$ cat config.mk
export PLATFORM = sky130hd
export DESIGN_NAME = dual_stack_shared_memory
export DESIGN_NICKNAME = d
export VERILOG_FILES = /design/src/hdl/dssm_pkg.sv /design/src/hdl/dssm_ctrl.sv /design/src/hdl/dssm_datapath.sv /design/src/hdl/dual_stack_shared_memory.sv
export VERILOG_INCLUDE_DIRS = /design/src /design/src/hdl
export SDC_FILE = /design/constraint.sdc
export NUM_CORES = 2
export LEC_CHECK = 0
export ABC_AREA = 1
export ABC_CLOCK_PERIOD_IN_PS = 4100
export BUFFER_PORTS_ARGS = -buffer_cell sky130_fd_sc_hd__buf_2
export CORE_MARGIN = 3
export CORE_UTILIZATION = 55
export CTS_CLUSTER_DIAMETER = 120
export DETAILED_ROUTE_END_ITERATION = 8
export HOLD_SLACK_MARGIN = 0.12
export PLACE_DENSITY = 0.79
export SETUP_SLACK_MARGIN = 0.2
export SLEW_MARGIN = 20
export SYNTH_ARGS = -nofsm -noshare
export SYNTH_HDL_FRONTEND = slang
export SYNTH_SLANG_ARGS = --single-unit
$ cat constraint.sdc
create_clock -name clk_i -period 4.1 [get_ports clk_i]
set_input_delay 0.82 -clock clk_i [delete_from_list [all_inputs] [get_ports clk_i]]
set_output_delay 0.82 -clock clk_i [all_outputs]
set_load 0.01 [all_outputs]
$ cat src/hdl/dual_stack_shared_memory_macros.svh
// assertion macros shared by the dual stack design
`ifndef DUAL_STACK_SHARED_MEMORY_MACROS_SVH
`define DUAL_STACK_SHARED_MEMORY_MACROS_SVH

// checked only while out of reset
`define DSSM_ASSERT(lbl, prop, msg) \
  lbl: assert property (@(posedge clk_i) disable iff (!rst_ni) prop) else $error(msg);

// checked at every edge, reset included
`define DSSM_ASSERT_ALWAYS(lbl, prop, msg) \
  lbl: assert property (@(posedge clk_i) prop) else $error(msg);

`endif

$ cat src/hdl/dssm_pkg.sv
// shared types and constants of the dual stack block
package dssm_pkg;

  localparam int DEPTH_DEF = 64;
  localparam int DATA_W    = 32;
  localparam int CMD_W     = 2;
  localparam int STATUS_W  = 2;

  typedef enum logic [CMD_W-1:0] {
    CMD_PUSH = 2'd0,
    CMD_POP  = 2'd1,
    CMD_PEEK = 2'd2
  } dssm_cmd_e;

  typedef enum logic [STATUS_W-1:0] {
    ST_OK    = 2'd0,
    ST_FULL  = 2'd1,
    ST_EMPTY = 2'd2
  } dssm_status_e;

  // controller to datapath
  typedef struct packed {
    logic accept;     // item taken this cycle
    logic load_read;  // move memory read data into the result register
  } dssm_ctrl_t;

  // datapath to controller
  typedef struct packed {
    logic res_free;   // result register can take a value this cycle
    logic needs_read; // offered item is a pop or peek on a non-empty stack
  } dssm_stat_t;

endpackage

$ cat src/hdl/dssm_ctrl.sv
// controller state machine of the dual stack block
module dssm_ctrl (
  input  logic               clk_i,
  input  logic               rst_ni,
  input  logic               in_valid_i,
  output logic               in_ready_o,
  input  dssm_pkg::dssm_stat_t stat_i,
  output dssm_pkg::dssm_ctrl_t ctrl_o
);

  localparam logic S_IDLE = 1'b0;
  localparam logic S_READ = 1'b1;

  logic state_q, state_d;

  assign in_ready_o = (state_q == S_IDLE) && stat_i.res_free;

  always_comb begin
    state_d          = state_q;
    ctrl_o.accept    = 1'b0;
    ctrl_o.load_read = 1'b0;
    case (state_q)
      S_IDLE: begin
        if (in_valid_i && stat_i.res_free) begin
          ctrl_o.accept = 1'b1;
          if (stat_i.needs_read) begin
            state_d = S_READ;
          end
        end
      end
      S_READ: begin
        if (stat_i.res_free) begin
          ctrl_o.load_read = 1'b1;
          state_d          = S_IDLE;
        end
      end
      default: begin
        state_d = S_IDLE;
      end
    endcase
  end

  always_ff @(posedge clk_i or negedge rst_ni) begin
    if (!rst_ni) begin
      state_q <= S_IDLE;
    end else begin
      state_q <= state_d;
    end
  end

endmodule

$ cat src/hdl/dssm_datapath.sv
// stack pointers, shared memory and result register of the dual stack block
`include "dual_stack_shared_memory_macros.svh"

module dssm_datapath #(
  parameter int DEPTH = dssm_pkg::DEPTH_DEF
) (
  input  logic                          clk_i,
  input  logic                          rst_ni,
  input  dssm_pkg::dssm_ctrl_t          ctrl_i,
  output dssm_pkg::dssm_stat_t          stat_o,
  input  logic [dssm_pkg::CMD_W-1:0]    cmd_i,
  input  logic                          sel_i,
  input  logic signed [dssm_pkg::DATA_W-1:0] push_value_i,
  input  logic                          out_ready_i,
  output logic                          out_valid_o,
  output logic signed [dssm_pkg::DATA_W-1:0] data_out_o,
  output logic [dssm_pkg::STATUS_W-1:0] status_o
);

  localparam int CNT_W  = $clog2(DEPTH + 1);
  localparam int ADDR_W = $clog2(DEPTH);
  localparam logic [CNT_W-1:0] DEPTH_CNT = CNT_W'(DEPTH);
  localparam logic [CNT_W-1:0] TOP_CNT   = CNT_W'(DEPTH - 1);
  localparam logic [CNT_W:0]   DEPTH_SUM = (CNT_W + 1)'(DEPTH);

  logic [dssm_pkg::DATA_W-1:0] mem_q [DEPTH];
  logic [dssm_pkg::DATA_W-1:0] rdata_q;

  logic [CNT_W-1:0] low_cnt_q, low_cnt_d;
  logic [CNT_W-1:0] high_cnt_q, high_cnt_d;

  logic                             res_valid_q;
  logic [dssm_pkg::DATA_W-1:0]      res_data_q;
  logic [dssm_pkg::STATUS_W-1:0]    res_status_q;

  dssm_pkg::dssm_cmd_e cmd;
  logic             is_push, is_pop, is_rd;
  logic [CNT_W-1:0] sel_cnt;
  logic [CNT_W:0]   total;
  logic             full, empty, push_ok;
  logic [CNT_W-1:0] waddr_full, raddr_full;
  logic [ADDR_W-1:0] waddr, raddr;
  logic [dssm_pkg::STATUS_W-1:0] imm_status;

  assign cmd     = dssm_pkg::dssm_cmd_e'(cmd_i);
  assign is_push = (cmd == dssm_pkg::CMD_PUSH);
  assign is_pop  = (cmd == dssm_pkg::CMD_POP);
  assign is_rd   = is_pop || (cmd == dssm_pkg::CMD_PEEK);
  assign sel_cnt = sel_i ? high_cnt_q : low_cnt_q;
  assign total   = {1'b0, low_cnt_q} + {1'b0, high_cnt_q};
  assign full    = (total >= DEPTH_SUM);
  assign empty   = (sel_cnt == '0);
  assign push_ok = is_push && !full;

  // low stack grows up from 0, high stack grows down from DEPTH-1
  assign waddr_full = sel_i ? (TOP_CNT - high_cnt_q) : low_cnt_q;
  assign raddr_full = sel_i ? (DEPTH_CNT - high_cnt_q) : (low_cnt_q - CNT_W'(1));
  assign waddr      = waddr_full[ADDR_W-1:0];
  assign raddr      = raddr_full[ADDR_W-1:0];

  assign stat_o.res_free   = !res_valid_q || out_ready_i;
  assign stat_o.needs_read = is_rd && !empty;

  always_comb begin
    imm_status = dssm_pkg::ST_OK;
    if (is_push && full) begin
      imm_status = dssm_pkg::ST_FULL;
    end else if (is_rd && empty) begin
      imm_status = dssm_pkg::ST_EMPTY;
    end
  end

  always_comb begin
    low_cnt_d  = low_cnt_q;
    high_cnt_d = high_cnt_q;
    if (ctrl_i.accept) begin
      if (push_ok) begin
        if (sel_i) begin
          high_cnt_d = high_cnt_q + CNT_W'(1);
        end else begin
          low_cnt_d = low_cnt_q + CNT_W'(1);
        end
      end else if (is_pop && !empty) begin
        if (sel_i) begin
          high_cnt_d = high_cnt_q - CNT_W'(1);
        end else begin
          low_cnt_d = low_cnt_q - CNT_W'(1);
        end
      end
    end
  end

  always_ff @(posedge clk_i or negedge rst_ni) begin
    if (!rst_ni) begin
      low_cnt_q  <= '0;
      high_cnt_q <= '0;
    end else begin
      low_cnt_q  <= low_cnt_d;
      high_cnt_q <= high_cnt_d;
    end
  end

  // shared word store, one write and one registered read port
  always_ff @(posedge clk_i) begin
    if (ctrl_i.accept && push_ok) begin
      mem_q[waddr] <= push_value_i;
    end
    if (ctrl_i.accept && stat_o.needs_read) begin
      rdata_q <= mem_q[raddr];
    end
  end

  always_ff @(posedge clk_i or negedge rst_ni) begin
    if (!rst_ni) begin
      res_valid_q <= 1'b0;
    end else if (ctrl_i.load_read || (ctrl_i.accept && !stat_o.needs_read)) begin
      res_valid_q <= 1'b1;
    end else if (out_ready_i) begin
      res_valid_q <= 1'b0;
    end
  end

  always_ff @(posedge clk_i) begin
    if (ctrl_i.load_read) begin
      res_data_q   <= rdata_q;
      res_status_q <= dssm_pkg::ST_OK;
    end else if (ctrl_i.accept && !stat_o.needs_read) begin
      res_data_q   <= '0;
      res_status_q <= imm_status;
    end
  end

  assign out_valid_o = res_valid_q;
  assign data_out_o  = res_data_q;
  assign status_o    = res_status_q;

  `DSSM_ASSERT(a_no_overlap, ({1'b0, low_cnt_q} + {1'b0, high_cnt_q}) <= DEPTH_SUM, "stacks overlap")
  `DSSM_ASSERT(a_load_free, ctrl_i.load_read |-> stat_o.res_free, "read result loaded over a pending result")
  `DSSM_ASSERT(a_one_source, !(ctrl_i.accept && ctrl_i.load_read), "accept during memory read")
  `DSSM_ASSERT(a_low_pop, (ctrl_i.accept && is_pop && !sel_i && !empty) |=> (low_cnt_q == $past(low_cnt_q) - CNT_W'(1)), "low stack pop did not move its pointer")

endmodule

$ cat src/hdl/dual_stack_shared_memory.sv
// top level of the dual stack block: two stacks in one shared memory
//
//   channel   dir  tdata               tuser
//   s_axis    in   [31:0] push_value   [1:0] command, [2] stack_select
//   m_axis    out  [31:0] data_out     [1:0] status
//
// push, rejected push on a full memory, and pop or peek on an empty stack:
//   the result is ready the cycle after acceptance, with no wait state
// pop or peek on a non-empty stack: a read state, with no new item taken, waits out the
//   registered read port of the shared memory
// reset (rst_ni low, asynchronous) empties both stacks; memory contents stay
// input is taken only while the result register is empty or being drained,
//   so a stalled output side holds off further items
module dual_stack_shared_memory #(
  parameter int DEPTH = dssm_pkg::DEPTH_DEF
) (
  input  logic        clk_i,
  input  logic        rst_ni,
  // input items
  input  logic        s_axis_tvalid,
  output logic        s_axis_tready,
  input  logic [31:0] s_axis_tdata,   // [31:0] push_value
  input  logic [2:0]  s_axis_tuser,   // [1:0] command, [2] stack_select
  // result items
  output logic        m_axis_tvalid,
  input  logic        m_axis_tready,
  output logic [31:0] m_axis_tdata,   // [31:0] data_out
  output logic [1:0]  m_axis_tuser    // [1:0] status
);

  dssm_pkg::dssm_ctrl_t ctrl;
  dssm_pkg::dssm_stat_t stat;

  logic signed [dssm_pkg::DATA_W-1:0] data_out;

  // sequencer: accepts items and waits out the memory read
  dssm_ctrl u_ctrl (
    .clk_i      (clk_i),
    .rst_ni     (rst_ni),
    .in_valid_i (s_axis_tvalid),
    .in_ready_o (s_axis_tready),
    .stat_i     (stat),
    .ctrl_o     (ctrl)
  );

  // pointers, storage and result register
  dssm_datapath #(
    .DEPTH (DEPTH)
  ) u_datapath (
    .clk_i        (clk_i),
    .rst_ni       (rst_ni),
    .ctrl_i       (ctrl),
    .stat_o       (stat),
    .cmd_i        (s_axis_tuser[1:0]),
    .sel_i        (s_axis_tuser[2]),
    .push_value_i (s_axis_tdata),
    .out_ready_i  (m_axis_tready),
    .out_valid_o  (m_axis_tvalid),
    .data_out_o   (data_out),
    .status_o     (m_axis_tuser)
  );

  assign m_axis_tdata = data_out;

endmodule

==> flow_summary_export.csv <==
group,metric,value,unit
power,peakVddDrop,767.0,uV
clock_network,numCtsBuffers,201,
placed_design,io_buffers,74,
setup_path,cpMostUsedCell,"nand3_1",
clock_network,cts-root-buf,"clkbuf_16",
global_route,met2_usage,46.07,%
timing,slew_violations,0,
drt,route.antenna.remaining_nets,0,
setup_path,endpoint_kind,"register",
finish,fin_area,103700,um^2
clock_network,path_clk_slew,0.06,ns
setup_path,cp_slowest_cell,"buf_4",
setup_path,regToRegEndpoint,"u_datapath.rdata_q[1]",
timing,fin_crit,3.561,ns
finish,area_growth,11.29,%
setup_path,cp-start-kind,"register",
timing,max_freq,280.8,MHz
clock_network,htree_levels,4,
timing,rsz0062_at_grt,"false",
synthesis,synth_area_per_cell,10.35,um^2
timing,slew_headroom,23.95,%
clock_network,cts.repair.resized,0,
synthesis,synth_top_area_share,68.04,%
floorplan,rows,150,
synthesis,synth_top_cell_by_area,"edfxtp_1",
drt,drtIter0Drc,9789,
global_route,grt_pass1_wl,375400,um
synthesis,synth_common_cells,"2135 x nand3_1, 2112 x edfxtp_1, 2073 x nand2_1",
clock_network,worstSkewPairLatency,0.86,ns
floorplan,ios,75,
timing,finalClockSkew,0.05630,ns
setup_path,path_cells,"inv_1, ha_1, o21ai_4, buf_12, buf_4, nand3_1, nand3_1, nand3_1, nand3_1, nand3_1, nand2_1",
synthesis,synth.distinct_cells,29,
floorplan,coreArea,167800,um^2
global_route,antenna_found_initial,21,
min_path,hp-class,"input pin to register",
setup_path,r2r_slack,0.54,ns
setup_path,crit_required,4.83,ns
floorplan,fp.dieArea,174500,um^2
synthesis,synth.area.top_cells,"edfxtp_1 68%, nand3_1 11%, nand2_1 8.3%, inv_1 7.9%, buf_2 1.6%",
run,max_cap_violations,0,
clock_network,clkSinkCount,2130,
min_path,worstHoldPathCells,4,
synthesis,synth_area,93220,um^2
global_route,first_global_vias,64440,
placed_design,post_dp_cell_area,97310,um^2
finish,n_fill_cell,12220,
clock_network,cts_tree,"done",
global_route,gr-usage-all-layers,28.23,%
synthesis,synth_edf_count,2112,
drt,via_count,65420,
drt,wl_per_cell,21.82,um
global_route,grt_busiest_layer,"met2",
synthesis,syn_inst,9009,
timing,worst_slew_pin_slew,1.141,ns
setup_path,rr_startpoint,"u_datapath.low_cnt_q[0]",
synthesis,synth_nets,9068,
finish,drive_gt1_share,6.847,%
global_route,grtUsageMet1,35.61,%
power,p_leak,0.04370,uW
drt,wl,248400,um
floorplan,initial_core_util,55.56,%
run_status,run_status,"finished, final reports clean",
min_path,hold_start,"m_axis_tready",
finish,multi_input_area,20400,um^2
timing,setup_violations,0,
global_route,grt_max_degree,189,
power,total_power,67890,uW
clock_network,post_cts_buffers,0,
synthesis,async_flop_share,0.7512,%
setup_path,arrival,4.29,ns
drt,via_per_inst,5.746,
placed_design,dp_hpwl,138400,um
power,power_density,654.4,nW/um^2
finish,seq_area,63860,um^2
min_path,hold_end,"u_ctrl.state_q",
setup_path,cp_num_buf_inv,3,
drt,first_pass_iters,8,
floorplan,fp.dieW,417.7,um
setup_path,max_stage_delay,0.75,ns
placed_design,globalplace.congestion,0.8828,
clock_network,cts_buffer_depth,3,
setup_path,critPathMaxFanout,69,
setup_path,path_class,"register to register",
global_route,gr-total-overflow,0,
synthesis,yosysSeqAreaShare,68.51,%
timing,holdWs,0.3053,ns
floorplan,fp.dieH,417.7,um
synthesis,synth_top_flop_cell,"edfxtp_1",
drt,drc,0,
synthesis,yosysMostFrequentCell,"nand3_1",
timing,setup_tns,0,ns
setup_path,critPathTopFamily,"buffers and inverters",
timing,fin_crit_sh,86.85,%
finish,nets,9064,
setup_path,ff2ff_path_depth,11,
timing,final-hold-violation-count,0,
clock_network,cts_hold_buffers,1,
global_route,grt_use_met3,5.482,%
synthesis,ys_ff_latch,2130,
synthesis,yosysWarnings,0,
## cell families (layout without fill, tap and decap cells)
| kind of cell | after synthesis | in the layout | synth area share [%] |
|---|---|---|---|
| AOI/OAI and AO/OA | 34 | 34 | 0.1919 |
| buffers and inverters | 2436 | 2599 | 10.22 |
| xor gates and xnor gates | 16 | 16 | 0.1503 |
| other | 0 | 8 | 0 |
| adders and majority gates | 20 | 20 | 0.2846 |
| DFF | 2130 | 2130 | 68.51 |
| and+or+nand+nor | 4373 | 4373 | 20.64 |
## area by class of cell
cell class                 instances  area share, %
timing repair buffer             266          2.837
multi-input combinational       4443          19.67
sequential                      2130          61.56
inverter                        1963          7.122
clock inverter                   128          1.098
clock buffer                     242          5.038
antenna                            8        0.01930
tap                             2204          2.658
## where the power goes
group	switching, uW	internal, uW	total [uW]	leakage, uW
logic	18000	7120	25100	0.0214
clock network	8070	9930	18000	0.00309
registers	322	24500	24800	0.0192
## state kept, by name (all words and copies together), names as in the netlist
| name | flops |
|---|---|
| u_datapath.data_out_o | 32 |
| u_datapath.out_valid_o | 1 |
| u_datapath.mem_q | 2048 |
| u_datapath.status_o | 2 |
| u_ctrl.state_q | 1 |
| u_datapath.low_cnt_q | 7 |
| u_datapath.high_cnt_q | 7 |
| u_datapath.rdata_q | 32 |
## tightest hold or removal path: stages
cell     delay, ns
buf_2         0.07
nor2_1        0.06
nand2_1       0.05
o21ai_0       0.08
## stage by stage
stage / setup WS (ns) / util (%) / std cells
detailed placement: 0.3169 / 57.99 / 11010
global placement: 0.3783 / 57.99 / 11010
CTS: 0.6116 / 61.79 / 11380
floorplan: 0.4317 / - / 9009
finish: 0.5392 / 61.83 / 11380
global route: 0.3735 / 61.82 / 11380
## worst max-delay path by stage
stage / startpoint / slack (ns) / to / cells past startpoint
after detailed placement: s_axis_tuser[2] / 0.32 / u_datapath.rdata_q[13] / 13
after global routing: u_datapath.low_cnt_q[0] / 0.37 / u_datapath.rdata_q[1] / 11
after CTS: u_datapath.low_cnt_q[0] / 0.61 / u_datapath.mem_q[20][3] / 13
after floorplan: u_datapath.high_cnt_q[0] / 0.43 / u_datapath.mem_q[0][0] / 11
final: u_datapath.low_cnt_q[0] / 0.54 / u_datapath.rdata_q[1] / 11
after global placement: s_axis_tuser[2] / 0.38 / u_datapath.rdata_q[9] / 13
## per-layer routing
| layer | routed length [um] | share of wire [%] | up-vias |
|---|---|---|---|
| met5 | 36 | 0.014 | - |
| met3 | 28700 | 12 | 864 |
| met2 | 119300 | 48 | 4476 |
| met4 | 13950 | 5.6 | 6 |
| met1 | 86440 | 35 | 30850 |
| li1 | - | - | 29220 |
## placed cells by master, fill, tap and decap left out, drive strengths merged
| master | instances |
|---|---|
| a21o | 1 |
| a21oi | 8 |
| a31oi | 2 |
| buf | 265 |
| bufinv | 13 |
| clkbuf | 242 |
| clkinv | 107 |
| clkinvlp | 7 |
| dfrtp | 16 |
| dfxtp | 2 |
| diode | 8 |
| dlygate4sd3 | 1 |
| edfxtp | 2112 |
| fa | 2 |
| ha | 18 |
| inv | 1964 |
| nand2 | 2075 |
| nand3 | 2135 |
| nand3b | 32 |
| nand4 | 7 |
| nor2 | 120 |
| nor3 | 3 |
| nor3b | 1 |
| o21ai | 23 |
| xnor2 | 2 |
| xor2 | 14 |
Note: power is estimated with default switching activity, not from simulation.
